## config.mk

```make
export PLATFORM = sky130hd
export DESIGN_NAME = tiof_judge
export DESIGN_NICKNAME = d
export VERILOG_FILES = /design/src/design/tiof_pkg.sv /design/src/design/tiof_judge.sv
export SDC_FILE = /design/constraint.sdc
export NUM_CORES = 1
export LEC_CHECK = 0
export BUFFER_PORTS_ARGS = -buffer_cell sky130_fd_sc_hd__buf_2
export CAP_MARGIN = 40
export CORE_AREA = 5 5 229 231
export DETAILED_ROUTE_END_ITERATION = 8
export DIE_AREA = 0 0 234 236
export SYNTH_ARGS = -nofsm -noshare
export SYNTH_HDL_FRONTEND = slang
export SYNTH_SLANG_ARGS = --single-unit
```

## constraint.sdc

```tcl
create_clock -name aclk -period 7.4 [get_ports aclk]
set_input_delay 1.48 -clock aclk [delete_from_list [all_inputs] [get_ports aclk]]
set_output_delay 1.48 -clock aclk [all_outputs]
set_load 0.02 [all_outputs]
```

## src/design/tiof_pkg.sv

```systemverilog
package tiof_pkg;

    localparam int unsigned CHROM_W    = 16;
    localparam int unsigned POS_W      = 31;
    localparam int unsigned FRAC_BITS  = 16;
    localparam int unsigned RATIO_W    = FRAC_BITS + 1;
    localparam int unsigned DIST_W     = 34;
    localparam int unsigned CFG_IDX_W  = 8;
    localparam int unsigned CFG_DATA_W = DIST_W;
    localparam int unsigned LANES      = 3;

    localparam logic [CFG_IDX_W-1:0] CFG_RATIO_THRESHOLD = CFG_IDX_W'(0);
    localparam logic [CFG_IDX_W-1:0] CFG_DISTANCE_LIMIT  = CFG_IDX_W'(1);

    localparam logic [RATIO_W-1:0] RATIO_THRESHOLD_RESET = RATIO_W'(58982);
    localparam logic [DIST_W-1:0]  DISTANCE_LIMIT_RESET  = DIST_W'(5000);

    typedef struct packed {
        logic [CHROM_W-1:0] chrom_a;
        logic [POS_W-1:0]   start_a;
        logic [POS_W-1:0]   end_a;
        logic [CHROM_W-1:0] chrom_b;
        logic [POS_W-1:0]   start_b;
        logic [POS_W-1:0]   end_b;
        logic [CHROM_W-1:0] chrom_c;
        logic [POS_W-1:0]   start_c;
        logic [POS_W-1:0]   end_c;
    } in_beat_t;

    typedef struct packed {
        logic               match;
        logic [POS_W-1:0]   length_a;
        logic [POS_W-1:0]   length_b;
        logic [POS_W-1:0]   length_c;
        logic [RATIO_W-1:0] ratio_a;
        logic [RATIO_W-1:0] ratio_b;
        logic [RATIO_W-1:0] ratio_c;
        logic [DIST_W-1:0]  distance_sum;
    } out_beat_t;

    // one divider lane: divisor, partial remainder, quotient bits so far
    typedef struct packed {
        logic [POS_W-1:0]   div;
        logic [POS_W-1:0]   rem;
        logic [RATIO_W-1:0] quo;
    } lane_t;

    typedef struct packed {
        lane_t [LANES-1:0]            lane;
        logic  [LANES-1:0][POS_W-1:0] len;
        logic  [DIST_W-1:0]           dist_sum;
        logic                         chrom_eq;
        logic                         common;
    } work_t;

endpackage

```

## src/design/tiof_judge.sv

```systemverilog
module tiof_judge (
    input  logic                           aclk,
    input  logic                           aresetn,
    input  logic [tiof_pkg::RATIO_W-1:0]   ratio_threshold,
    input  logic [tiof_pkg::DIST_W-1:0]    distance_limit,
    input  logic                           s_valid,
    output logic                           s_ready,
    input  tiof_pkg::work_t                s_data,
    output logic                           m_valid,
    input  logic                           m_ready,
    output tiof_pkg::out_beat_t            m_data
);
    import tiof_pkg::*;

    logic      valid_reg;
    out_beat_t data_next, data_reg;
    logic      ok;

    assign s_ready = !valid_reg || m_ready;
    assign m_valid = valid_reg;
    assign m_data  = data_reg;

    always_comb begin
        ok = s_data.chrom_eq && s_data.common && (s_data.dist_sum <= distance_limit);
        for (int i = 0; i < LANES; i++) begin
            ok = ok && (s_data.len[i] != '0) && (s_data.lane[i].quo > ratio_threshold);
        end
        data_next.match        = ok;
        data_next.length_a     = s_data.len[0];
        data_next.length_b     = s_data.len[1];
        data_next.length_c     = s_data.len[2];
        data_next.ratio_a      = s_data.lane[0].quo;
        data_next.ratio_b      = s_data.lane[1].quo;
        data_next.ratio_c      = s_data.lane[2].quo;
        data_next.distance_sum = s_data.dist_sum;
    end

    always_ff @(posedge aclk) begin
        if (!aresetn) begin
            valid_reg <= 1'b0;
        end else if (s_ready) begin
            valid_reg <= s_valid;
        end
        if (s_ready && s_valid) begin
            data_reg <= data_next;
        end
    end

endmodule

```

==> Word-level counts from Yosys, hierarchy flattened <==
Index checks and enable logic that the tools add are counted.
{ "op_classes": {"reduce_logical": 14, "n_lt_le_gt_ge": 4} }
{ "ops": {"columns": ["op", "count"], "rows": [
  ["nonzero test 31 bit", 3],
  ["greater-than comparator 17 bit", 3],
  ["<= comparator 34 bit", 1],
  ["logical AND 1 bit", 9],
  ["zero test 1 bit", 1],
  ["logical OR 1 bit", 1]
]} }
{ "word_totals": {"regBits": 180, "input_bits": 421, "output_inout_bits": 181, "wordCells": 27} }

==> Logic depth before layout (Yosys ltp) <==
{ "depth": {"depth_word": 8, "mapped_depth": 8} }

==> Worst setup path before layout <==
OpenSTA, ideal clock, no wires.
{ "synth_timing": {"path_kind": "input -> register", "start": "input port m_ready", "end": "register data_reg (netlist bit m_data[0]), enable pin", "slack_ns": 0.980, "n_path_buf": 0, "setup_ns": 0.560, "path_stages": 2, "arrival_ns": 5.860, "t_required_ns": 6.840, "path_cell_list": "nand2b_1 -> and2_1"} }
{ "synth_via": {"elab_chain_len": 2} }
{ "synth_lines": {"columns": ["item", "line", "rtl"], "rows": [
  ["from (decl)", "tiof_judge.sv:10", "input logic m_ready,"],
  ["logical OR 1 bit", "tiof_judge.sv:19", "assign s_ready = !valid_reg || m_ready;"],
  ["logical AND 1 bit", "tiof_judge.sv:44", "if (s_ready && s_valid) begin"],
  ["to (signal assigned)", "tiof_judge.sv:45", "data_reg <= data_next;"],
  ["to (decl)", "tiof_judge.sv:16", "out_beat_t data_next, data_reg;"]
]} }
Every way passes these cells.
A chain may end at the register's enable or synchronous reset.

==> Worst setup path after layout <==
{ "layout_timing": {"start": "input port ratio_threshold[10] (netlist bit)", "end": "register data_reg (netlist bit m_data[178]) (data pin)"} }
{ "layout_via": {"elab_chain_len": 6, "elab_cells_between_ends": 8, "cone_classes": "order compare: 3; reduce/logical: 5"} }
{ "layout_lines": {"columns": ["item", "line", "rtl"], "rows": [
  ["from (decl)", "tiof_judge.sv:4", "input logic [tiof_pkg::RATIO_W-1:0] ratio_threshold,"],
  ["greater-than comparator 17 bit", "tiof_judge.sv:26", "ok = ok && (s_data.len[i] != '0) && (s_data.lane[i].quo > ratio_threshold);"],
  ["logical AND 1 bit (4 in series)", "tiof_judge.sv:26", null],
  ["logical AND 1 bit (*)", "tiof_judge.sv:26", null],
  ["via ok", "tiof_judge.sv:17", "logic ok;"]
]} }
The timed path passes the listed nets; every way through them passes the cells marked *.

==> out/metrics.csv <==
stage;metric;value;unit
yosys;Synth warnings;0;
pwr;pwr dens;222.8;mW/mm^2
drt;final routed DRC violation total;0;
floorplanning;Initial Utilization;15.39;%
timing;setup skew after layout;0.007042;ns
flow_run;Max Cap Violations;0;
critical_path;critical path's top delay family;compound AO/OA/AOI/OAI gates;
timing;TNS Setup;0;ns
timing;Final Max Slew Viols;0;
timing;Slew @ Worst Pin;0.7508;ns
grt;initial antenna violation count;17;
timing;max_slew headroom;49.48;%
clocking;CTS-repair resized insts;0;
yosys;Avg Synthesized Cell Area;15.60;sq um
yosys;Synth top area share;70.02;%
critical_path;critical-path cell list;buf_2, inv_1, ha_1, a21oi_1, o21ai_1, a2111oi_0, buf_4, a21oi_1, o32ai_1, a211oi_2;
drt;via count;5850;
pwr;Pint;0.001802;W
floorplanning;Die H;236;um
timing;fmax;290.1;MHz
clocking;Post-CTS Setup Inserts;0;
placed_design;total placed cells including tap cells;1584;
yosys;Post-Syn Instances;492;
grt;vias in the first global route;6071;
layout;P&R area growth vs syn;46.54;%
clocking;clock root buffer;clkbuf_16;
placed_design;Placer Congestion;0.7779;
pwr;Clock power frac;37.2;%
critical_path;WP depth;10;
layout;Fillers;5389;
critical_path;CP max FO;3;
grt;largest net degree at the start of global routing;62;
yosys;Area contributors post-synth;edfxtp_1 (70%), ha_1 (14%), inv_1 (2.7%);
pwr;sw frac;28.09;%
timing;min Tclk post-route;3.447;ns
yosys;most frequent cells after synthesis;edfxtp_1 (179), ha_1 (85), inv_1 (56);
drt;routed vias/inst;3.620;
layout;layout cells sized above 1;48.41;%
layout;Finished Cell Area;0.01125;sq mm
hold_path;hold path depth;2;
pwr;LEAKAGE;4.953;nW
layout;nets;1437;
critical_path;slowest stage delay, CP;0.53;ns
clocking;clk sinks;180;
floorplanning;Ports;602;
drt;post-route ant nets;0;
pwr;sequential share of power;48.1;%
grt;GRT Overall Usage;10.47;%
clocking;CTS tree;done;
clocking;htree depth;4;
critical_path;CP max stage cell;a2111oi_0;
yosys;number of synthesized register bits;180;
timing;# setup viols final;0;
clocking;Skew-Pair Late Insertion Delay;0.48;ns
critical_path;CP Buf/Inv Count;3;
pwr;combinational power share;14.7;%
timing;RSZ-0062 raised after global routing;false;
layout;Antenna Cells;0;
yosys;Synth Cell Area;0.007676;sq mm
pwr;switching pwr;0.0007041;W
yosys;register area share after synthesis;70.29;%
yosys;EDFF count, synth;179;
timing;Tcrit/Tclk final;46.58;%
hold_path;Hold WC Path Type;reg -> reg;
yosys;Syn Nets;998;
drt;TritonRoute pass-1 iters;4;
critical_path;crit end category;register;
clocking;CTS max path bufs;2;
outcome;outcome;complete, no violations;
critical_path;Worst R2R Path Depth;3;
placed_design;Port Buffers;415;
pwr;Peak VDD IR;125.9;uV
critical_path;Crit Path Category;in -> reg;
timing;final hold vios;0;
layout;Final Non-Filler Cells;1616;
floorplanning;# rows;82;
clocking;clk slew on worst S/H paths;0.08;ns
drt;first-iteration detailed-routing DRC count;144;
placed_design;Placement Cell Area;0.01065;sq mm
grt;GR Overflow Total;0;
placed_design;DP Wirelength;25130;um
yosys;Yosys cell types;34;
yosys;Synth area leader;edfxtp_1;
yosys;top_reg_cell synth;edfxtp_1;
clocking;cts hold-fix bufs;0;
floorplanning;Core Box Area;0.04986;sq mm
critical_path;CP dominant cell by count;a21oi_1;
critical_path;critical path launch point type;primary input;
yosys;Async SR Flop Fraction;0;%
critical_path;crit path DAT;3.67;ns
clocking;CTS buffer count;17;
floorplanning;Horiz. Die Dim;234;um
yosys;count leader, synth;edfxtp_1;
critical_path;Worst Path Required;7.63;ns
grt;first-pass GRT wire length;40300;um
floorplanning;die area;0.05522;sq mm
drt;routed len/inst;18.22;um
drt;routed wire length;29450;um
-- registers in the layout, summed over array words and instances, names as in the netlist --
name and cells:
m_data 179, m_valid 1
-- path summary, 6_finish.rpt --
kind                                            from                    end  slack (ns)
worst max-delay path             ratio_threshold[10]  m_data[178]$_DFFE_PP_        3.95
worst min-delay path            m_valid$_SDFFE_PN0N_   m_valid$_SDFFE_PN0N_        0.55
worst max register to register  m_valid$_SDFFE_PN0N_  m_data[149]$_DFFE_PP_        5.18
worst min register to register  m_valid$_SDFFE_PN0N_   m_valid$_SDFFE_PN0N_        0.55
-- worst reg2reg max path: stages (launching register included) --
cell      delay [ns]
dfxtp_1         0.32
nand2b_1        0.10
and2_4          0.62
buf_4           0.76
-- cells in the final DEF (no fill, tap or decap), types with 9 or more instances in the layout --
master     netlist  final
a21oi_1         27     27
clkbuf_16        0     17
nor2_1          16     16
ha_1            85     85
edfxtp_1       179    179
buf_2            0    415
nand2_1         18     18
nand4_1         18     18
inv_1           56     56
nor4_1          26     26
a21o_1           9      9
-- kinds of logic after synthesis --
group	synth area share (%)
AO/OA/AOI/OAI	5.672
flip-flops	70.29
buffers and inverters	2.738
AND/OR/NAND/NOR	7.449
adder cells (fa/ha/maj)	13.85
-- metal layers --
metal	wire (um)	GRT usage [%]	up-vias
met3	2949	4.835	49
met4	574	4.004	24
li1	-	-	2807
met2	14390	17.55	230
met1	11400	11.54	2740
met5	134	0	-
-- power groups by stage --
stage	sequential, W	combinational [W]	clock, W
after floorplan	0.00132	0.000101	0
after global placement	0.00123	0.000367	0
after detailed placement	0.00123	0.000377	0
after CTS	0.00121	0.000378	0.000982
after global routing	0.00121	0.000408	0.00102
final	0.00121	0.000368	0.000933
-- metrics by stage --
stage	worst slack [ns]	power, W	hold WS [ns]	util (%)
final	3.953	0.002506	0.5454	22.56
after global placement	3.491	0.001595	0.5221	21.31
after global routing	3.909	0.002635	0.5955	22.56
after floorplan	0.9796	0.001417	0.7496	-
after CTS	3.972	0.002566	0.5555	22.56
after detailed placement	3.422	0.001606	0.5426	21.37
-- area by class of cell --
type,count,area (sq um),share of cell area [%]
repair buffers,420,2135,18.98
inverters,56,210.2,1.869
multi-input cells,256,2073,18.43
clock inverters,15,168.9,1.502
well taps,672,840.8,7.475
clock buffers,17,425.4,3.782
flip-flops and latches,180,5395,47.96
No activity file was read; power rests on OpenSTA's default activity.
