$ cat src/design/tiof_pkg.sv
package tiof_pkg;

    localparam int unsigned CHROM_W    = 16;
    localparam int unsigned POS_W      = 31;
    localparam int unsigned FRAC_BITS  = 16;
    localparam int unsigned RATIO_W    = FRAC_BITS + 1;
    localparam int unsigned DIST_W     = 34;
    localparam int unsigned CFG_IDX_W  = 8;
    localparam int unsigned CFG_DATA_W = DIST_W;
    localparam int unsigned LANES      = 3;

    localparam logic [CFG_IDX_W-1:0] CFG_RATIO_THRESHOLD = CFG_IDX_W'(0);
    localparam logic [CFG_IDX_W-1:0] CFG_DISTANCE_LIMIT  = CFG_IDX_W'(1);

    localparam logic [RATIO_W-1:0] RATIO_THRESHOLD_RESET = RATIO_W'(58982);
    localparam logic [DIST_W-1:0]  DISTANCE_LIMIT_RESET  = DIST_W'(5000);

    typedef struct packed {
        logic [CHROM_W-1:0] chrom_a;
        logic [POS_W-1:0]   start_a;
        logic [POS_W-1:0]   end_a;
        logic [CHROM_W-1:0] chrom_b;
        logic [POS_W-1:0]   start_b;
        logic [POS_W-1:0]   end_b;
        logic [CHROM_W-1:0] chrom_c;
        logic [POS_W-1:0]   start_c;
        logic [POS_W-1:0]   end_c;
    } in_beat_t;

    typedef struct packed {
        logic               match;
        logic [POS_W-1:0]   length_a;
        logic [POS_W-1:0]   length_b;
        logic [POS_W-1:0]   length_c;
        logic [RATIO_W-1:0] ratio_a;
        logic [RATIO_W-1:0] ratio_b;
        logic [RATIO_W-1:0] ratio_c;
        logic [DIST_W-1:0]  distance_sum;
    } out_beat_t;

    // one divider lane: divisor, partial remainder, quotient bits so far
    typedef struct packed {
        logic [POS_W-1:0]   div;
        logic [POS_W-1:0]   rem;
        logic [RATIO_W-1:0] quo;
    } lane_t;

    typedef struct packed {
        lane_t [LANES-1:0]            lane;
        logic  [LANES-1:0][POS_W-1:0] len;
        logic  [DIST_W-1:0]           dist_sum;
        logic                         chrom_eq;
        logic                         common;
    } work_t;

endpackage

$ cat src/design/tiof_div_cell.sv
module tiof_div_cell (
    input  logic            aclk,
    input  logic            aresetn,
    input  logic            s_valid,
    output logic            s_ready,
    input  tiof_pkg::work_t s_data,
    output logic            m_valid,
    input  logic            m_ready,
    output tiof_pkg::work_t m_data
);
    import tiof_pkg::*;

    logic  valid_reg;
    work_t data_next, data_reg;

    logic [POS_W:0] shifted [LANES];
    logic [POS_W:0] sub     [LANES];
    logic           ge      [LANES];

    assign s_ready = !valid_reg || m_ready;
    assign m_valid = valid_reg;
    assign m_data  = data_reg;

    // one restoring step per lane: next quotient bit
    always_comb begin
        data_next = s_data;
        for (int i = 0; i < LANES; i++) begin
            shifted[i] = {s_data.lane[i].rem, 1'b0};
            sub[i]     = shifted[i] - {1'b0, s_data.lane[i].div};
            ge[i]      = shifted[i] >= {1'b0, s_data.lane[i].div};
            data_next.lane[i].rem = ge[i] ? sub[i][POS_W-1:0] : shifted[i][POS_W-1:0];
            data_next.lane[i].quo = {s_data.lane[i].quo[RATIO_W-2:0], ge[i]};
        end
    end

    always_ff @(posedge aclk) begin
        if (!aresetn) begin
            valid_reg <= 1'b0;
        end else if (s_ready) begin
            valid_reg <= s_valid;
        end
        if (s_ready && s_valid) begin
            data_reg <= data_next;
        end
    end

endmodule

$ cat config.mk
export PLATFORM = sky130hd
export DESIGN_NAME = tiof_div_cell
export DESIGN_NICKNAME = d
export VERILOG_FILES = /design/src/design/tiof_pkg.sv /design/src/design/tiof_div_cell.sv
export SDC_FILE = /design/constraint.sdc
export NUM_CORES = 1
export LEC_CHECK = 0
export BUFFER_PORTS_ARGS = -buffer_cell sky130_fd_sc_hd__buf_2
export CAP_MARGIN = 5
export CORE_AREA = 2 2 285 287
export DETAILED_ROUTE_END_ITERATION = 10
export DIE_AREA = 0 0 287 289
export SYNTH_ARGS = -nofsm -noshare
export SYNTH_HDL_FRONTEND = slang
export SYNTH_SLANG_ARGS = --single-unit
$ cat constraint.sdc
create_clock -name aclk -period 19.75 [get_ports aclk]
set_clock_uncertainty 0.2 [all_clocks]
set_input_delay 0.9875 -clock aclk [delete_from_list [all_inputs] [get_ports aclk]]
set_output_delay 0.9875 -clock aclk [all_outputs]
set_load 0.01 [all_outputs]
**Word level (Yosys, flattened, before mapping)**

Cells that the tools add are included.

- Memory bits (read-only): 0
- Word-level logic and storage cells: 31
- Memory bits (writable): 0
- Register bits: 367
- Latch bits: 0
- Input port bits: 370
- Output and inout bits: 368
- Memories: 0

- Shift-type cells: 0
- Eq/ne operators: 0
- Bitwise gates (word level): 0
- Mux-type cells: 3
- $add $sub $neg: 3
- $lt $le $gt $ge: 3
- Multiply operators: 0
- Reductions and logical operators: 3
- Divide/modulo/power cells: 0

Operators with widths:

| cell | count |
|---|---|
| 32-bit by 31-bit >= comparator with 1-bit output | 3 |
| 31-bit two-way mux | 3 |
| 31-bit subtractor | 3 |
| 1-bit logical AND | 1 |
| 1-bit logical NOT | 1 |
| 1-bit logical OR | 1 |

**Longest topological paths before layout**

Gate-level depths: netlist of the first run.

- Depth in word-level cells: 3
- Mapped depth: 14
- Gate-level depth less buffers: 11

**Worst setup path after synthesis of the first run**

No wires, ideal clock.

- Path type: input port to flip-flop
- From: input m_ready
- To: register data_reg (netlist bit m_data[0]) (enable)
- Cell stages on the path: 2
- Library setup time: 0.777 ns
- Required time: 18.773 ns
- Path slack: 9.276 ns
- Arrival time: 9.497 ns
- Buffers on the path: 0
- Path through: nand2b_1 > and2_1

- Cells in the longest elaborated chain, start to end: 2

Ends and longest elaborated chain:

| element | line | source |
|---|---|---|
| start: declaration | tiof_div_cell.sv:8 | `input logic m_ready,` |
| 1-bit logical OR | tiof_div_cell.sv:20 | `assign s_ready = !valid_reg \|\| m_ready;` |
| 1-bit logical AND | tiof_div_cell.sv:42 | `if (s_ready && s_valid) begin` |
| end signal: assignment | tiof_div_cell.sv:43 | `data_reg <= data_next;` |
| end: declaration | tiof_div_cell.sv:14 | `work_t data_next, data_reg;` |

No other way between the ends.
A chain may end at the register's enable or synchronous reset.

==> results of run 1 <==
## Yosys cell counts (11+ instances only)
library cell	instances
o21bai_1	14
ha_1	93
edfxtp_1	366
nand3_1	11
clkbuf_1	21
o21a_1	11
a21oi_1	92
mux2_2	20
nand4_1	17
xor2_1	38
a211oi_1	11
nand2_1	90
nor3_1	13
xnor2_1	46
inv_1	119
o21ai_0	94
a21o_1	49
nor2_1	59
## layout make-up
cell class / count / area, um^2
diodes: 7 / 17.5
flip-flops and latches: 367 / 11000
multi-input cells: 765 / 5420
clock inverters: 33 / 338
clock buffers: 48 / 1120
fillers: 8295 / 56500
repair buffers: 743 / 3740
inverters: 120 / 450
well taps: 1060 / 1330
## power groups by stage
stage / clock network (uW) / logic [uW] / registers (uW)
global route: 883 / 415 / 958
CTS: 860 / 380 / 954
global placement: 0 / 376 / 968
detailed placement: 0 / 378 / 969
finish: 827 / 375 / 952
floorplan: 0 / 178 / 1010
## worst reg2reg max path, delay by kind of cell (launching register included)
family	cells	cell delay (ns)
and+or+nand+nor	2	0.65
DFF	1	0.31
buffers and inverters	2	1.77
## logic make-up after synthesis
kind of cell	share of synthesized area, %
mux	1.51
simple gates	6.43
flops	64.9
compound gates	12.2
xor+xnor	4.34
fa+ha+maj	7.22
buf+inv	3.33
## how the worst max path moves through the flow
stage | slack (ns) | endpoint | cells past startpoint | startpoint
finish | 14.65 | m_data[239] | 13 | s_data[256]
global route | 14.43 | m_data[252] | 13 | s_data[256]
CTS | 14.58 | m_data[239] | 13 | s_data[256]
detailed placement | 13.96 | m_data[239] | 13 | s_data[256]
global placement | 14.00 | m_data[252] | 13 | s_data[256]
floorplan | 9.28 | m_data[0] | 2 | m_ready
## metal layers
layer / part of all wire, % / vias up
li1: - / 6289
met3: 8.9 / 94
met2: 50 / 560
met1: 38 / 6079
met4: 2.8 / 6
met5: 0.057 / -
## sequential cells by signal (all words and copies together), names as in the netlist
name / count
m_valid: 1
m_data: 366
## metrics by stage
stage / util [%] / hold WS [ns] / cells / setup slack [ns]
3_5_place_dp: 27.5 / 0.326 / 3055 / 13.96
2_1_floorplan: - / 0.410 / 1279 / 9.28
4_1_cts: 29.3 / 0.337 / 3136 / 14.58
5_1_grt: 29.3 / 0.349 / 3139 / 14.43
6_report: 29.3 / 0.331 / 3143 / 14.65
3_3_place_gp: 27.5 / 0.310 / 3055 / 14.00
==> flow_summary.toml, run 1 <==
[detailed_routing]
viasPerCell = 4.15
first_pass_iters = 5
drtIter0Drc = 679
wl_per_cell_um = 18.8
postRouteAntennaNets = 0
drc = 0
via_count = 13000
routed_wl_um = 59200

[status]
status = "completed"

[placement]
placed_area_um2 = 22000
dpl.hpwl_um = 47900
place.gp.congestion = 0.859
portBuffers = 734

[setup_path]
crit_path_end_kind = "flop"
cp_top_family = "compound AO/OA/AOI/OAI gates"
setup.worst_path.start_class = "primary input"
slowest_delay_ns = 0.92
reg2regPathDepth = 4
slowest_stage = "a311oi_4"
worstPathCellList = "buf_2 > inv_1 > fa_1 > a21o_1 > a221o_1 > a221oi_4 > nor2_1 > or3_4 > a31o_2 > a311oi_4 > buf_4 > inv_2 > mux2_4"
reg2reg_to = "m_data[86]"
cp.required_ns = 19.86
worstReg2RegStart = "m_valid"
worstPathMaxFanout = 30
path_buf_inv = 4
worstPathArrival_ns = 5.20
crit_type = "primary input to flop"
r2r_slack_ns = 16.35

[yosys]
synth-edff-count = 366
yosysTopAreaCell = "edfxtp_1"
ys_seq_area_share_pct = 64.9
postSynthCellCount = 1279
ys.flop_type = "edfxtp_1"
syn_avg_cell_area_um2 = 13.3
synth_top_cell_area_share_pct = 64.8
synth_seq_cells = 367
yosysWarnings = 0
syn_area_um2 = 17000
synth_cell_types = 63
synthArstFlopShare_pct = 0
synth_nets = 1745
synthTopCellsByArea = "edfxtp_1 65%, ha_1 6.9%, o21ai_0 2.8%"

[pwr]
leakagePower_uw = 0.0102
p_clk_share_pct = 38.4
p_int_uw = 1570
power-per-cell-area_nw_per_um2 = 92.0
p_seq_share_pct = 44.2
sw_frac_of_total_pct = 27.2
power_uw = 2150
p_comb_share_pct = 17.4
switchingPower_uw = 587
peakVddDrop_v = 0.0000715

[hold_path]
hold_path.class = "flop to flop"
holdCritStartpoint = "m_valid"
worstHoldPathCells = 2
min_to = "m_valid"

[timing]
final.period_utilization_pct = 25.8
period_minus_slack_ns = 5.10
grt_setup_unrepaired = "no"
tightest_slew_ns = 1.09
fmax_mhz = 196
max-slew-margin-rel_pct = 27.4
finalSetupTns_ns = 0
slew_viol_final = 0
hold_viol_final = 0
setup_viol = 0

[floorplan]
fp.dieArea_um2 = 82900
die_h_um = 289
start_util_pct = 21.2
ios = 738
rows = 104
fp.coreArea_um2 = 79900
fp.dieW_um = 287

[global_routing]
grt_usage_pct = 13.4
grt_max_degree = 80
use_met3_pct = 4.56
grt_use_met2_pct = 23.9
grt_pass1_wl_um = 82100
gr-max-usage-layer = "met2"
grtUsageMet1_pct = 15.1
antenna_found_initial = 25
grt_overflow = 0
grt_pass1_vias = 12800

[clock_tree]
cts_tree = "done"
numCtsBuffers = 44
cts_resized = 0
clock_sinks = 367
clockBufferDepth = 3
cts_root_buf = "clkbuf_16"
clk_latency_ns = 0.57
path_clk_slew_ns = 0.07
cts-htree-levels = 2
ctsHoldBuffers = 0
cts_setup_buffers = 0

[final_layout]
final_cell_mix = "734 x buf_2, 366 x edfxtp_1, 119 x inv_1, 94 x o21ai_0, 93 x ha_1"
nets = 2507
syn_to_final_growth_pct = 38.1
final_area_um2 = 23400
drive_above_1_share_pct = 40.9
layout_commonest_cell = "buf_2"

[run]
maxCapViolations = 0
(Power assumes the default switching activity.)
==> inputs of run 2 (changes only) <==
Settings changed: ABC_AREA set to 1.
Clock period 19.75 ns to 4.45 ns, I/O delays scaled along.
==> run 2 against run 1 <==
Cell count up 43%. Setup slack worse by 13 ns. Wire length up 21%. Via count up 43%. Largest power group unchanged. Synthesized cell count up 76%. Combinational power rose to 5.8 times the previous value. Clock power rose to 4.4 times the previous value. Sequential power rose to 4.4 times the previous value.
==> flow_summary.toml, run 2 <==
[global_routing]
grt_overflow = 0
gr-max-usage-layer = "met2"
antenna_found_initial = 5
grt_use_met2_pct = 28.6
use_met3_pct = 3.61
grt_usage_pct = 16.3
grt_pass1_wl_um = 104000
grt_pass1_vias = 18500
grt_max_degree = 99
grtUsageMet1_pct = 19.8

[clock_tree]
clk_latency_ns = 0.57
cts_tree = "done"
clockBufferDepth = 3
cts_root_buf = "clkbuf_16"
cts-htree-levels = 2
clock_sinks = 367
numCtsBuffers = 44
path_clk_slew_ns = 0.06

[final_layout]
post-route-util_pct = 37.3
fill_cells = 8025
final_area_um2 = 29800
stdcell_count = 4483
nets = 3852
syn_to_final_growth_pct = 51.2
largest_reg_flops = 366
drive_above_1_share_pct = 24.9
final_cell_mix = "892 x nand2_1, 734 x buf_2, 441 x inv_1, 366 x edfxtp_1, 364 x dlygate4sd3_1"
layout_commonest_cell = "nand2_1"

[timing]
grt_setup_unrepaired = "no"
hold_viol_final = 0
period_minus_slack_ns = 3.26
setup_ws_ns = 1.19
holdWs_ns = 0.150
fmax_mhz = 306
setup_viol = 0
max-slew-margin-rel_pct = 55.4
slew_viol_final = 0
tightest_slew_ns = 0.667
final.period_utilization_pct = 73.3

[pwr]
leakagePower_uw = 0.0151
power-per-cell-area_nw_per_um2 = 338
peakVddDrop_v = 0.000295

[detailed_routing]
drtIter0Drc = 1022
wl_per_cell_um = 16.0
routed_wl_um = 71600
postRouteAntennaNets = 0
first_pass_iters = 5
drc = 0
via_count = 18600
viasPerCell = 4.15

[setup_path]
worstPathCellList = "dlygate4sd3_1 > buf_2 > inv_1 > fa_1 > nand3_1 > nand3_1 > nand2_1 > nand2_2 > nand2_1 > nand3_1 > nand2_1 > nand2_2 > inv_2 > nand2_1 > nand2_1"
cpMostUsedCell = "nand2_1"
crit_path_end_kind = "flop"
path_buf_inv = 4
worstPathArrival_ns = 3.49
cp_top_family = "buffers and inverters"
worstPathMaxFanout = 32
slowest_delay_ns = 0.64
setup.worst_path.start_class = "primary input"
cp.required_ns = 4.68
slowest_stage = "inv_2"
crit_type = "primary input to flop"

[run]
maxCapViolations = 0

[placement]
portBuffers = 734
place.gp.congestion = 0.907
dp_slack_ns = 1.16
placed_area_um2 = 24700
dp.cells = 4036
dpl.hpwl_um = 55100

[yosys]
synth_most_common_cell = "nand2_1"
yosysWarnings = 0
synth_nets = 2714
syn_avg_cell_area_um2 = 8.77
postSynthCellCount = 2248
synthArstFlopShare_pct = 0
ys.flop_type = "edfxtp_1"
synthTopCellsByArea = "edfxtp_1 56%, nand2_1 17%, inv_1 8.4%"
synth_top_family_by_area = "simple AND/OR/NAND/NOR gates"
muxShareOfSynthArea_pct = 0
yosysTopAreaCell = "edfxtp_1"
ys_seq_area_share_pct = 55.8
synthAdderAreaFrac_pct = 6.20
synthSimpleGateAreaFrac_pct = 24.8
yosys-top-cells-count = "892 x nand2_1, 441 x inv_1, 366 x edfxtp_1"
syn_area_um2 = 19700
yosys.area_share.xor_xnor_pct = 2.00
synth_top_cell_area_share_pct = 55.7
synth-edff-count = 366
synth_compound_area_share_pct = 1.76
synth_cell_types = 28
synth_seq_cells = 367

[floorplan]
fp.dieW_um = 287
ios = 738
start_util_pct = 24.7
fp.dieArea_um2 = 82900
die_h_um = 289
rows = 104
fp.coreArea_um2 = 79900

[status]
status = "completed"

[hold_path]
hold_path.class = "primary input to flop"
==> run 2: cell types whose count changed in the layout (fill, tap and decap cells not counted), sizes merged, moves of 43 or more <==
cell	change
a21o	-49
inv	+328
dlygate4sd3	+364
nor2	+71
nand2	+810
a21oi	-43
o21ai	-91
nand3	+115
xnor2	-46
==> run 2: logic make-up (layout without fill, tap and decap cells) <==
family,count (synthesis),after routing
simple gates,1211,1211
compound gates,62,62
flops,367,367
xor+xnor,45,45
other cells,0,3
buf+inv,467,1639
fa+ha+maj,96,96
==> run 2: cell type report <==
cell class	count	area, um^2	area share, %
clock inverter	32	340	1.14
timing repair buffer	1110	7460	25.0
sequential	367	11000	36.9
clock buffer	48	1120	3.74
antenna	3	7.51	0.0252
multi-input combinational	1414	6870	23.0
inverter	449	1690	5.65
tap	1060	1330	4.45
==> run 2: timing repair <==
action / 4_1_cts / 5_1_grt
setup endpoints to repair: 0 / 0
buffers inserted: 0 / 0
hold buffers: 364 / 0
endpoints found under the hold margin: 369 / 0
resized for setup: 0 / 0
==> run 2: path summary, 6_finish.rpt <==
| check | start | to | slack (ns) | cells after the start |
|---|---|---|---|---|
| setup / recovery | s_data[177] | m_data[173] | 1.19 | 15 |
| hold / removal | s_data[54] | m_data[54] | 0.15 | 2 |
| setup reg to reg | m_valid | m_data[10] | 2.35 | 2 |
| hold reg to reg | m_valid | m_data[114] | 0.73 | 2 |
==> run 2: routing by layer <==
layer | vias to the layer above | part of all wire, %
li1 | 9350 | -
met5 | - | 0
met1 | 8533 | 41
met3 | 97 | 7.0
met2 | 615 | 49
met4 | 0 | 2.7
==> run 2: report_power, final <==
part           total, uW  leakage [uW]  internal [uW]  switching [uW]
sequential          4220       0.00355           4140            76.3
clock               3660      0.000712           2130            1530
combinational       2190        0.0108            887            1300
==> run 2: through the flow <==
stage / total power, uW / setup TNS [ns]
final: 10100 / 0
after global routing: 10600 / 0
after CTS: 10200 / 0
after detailed placement: 6200 / 0
after global placement: 6190 / 0
after floorplan: 5430 / -961.29
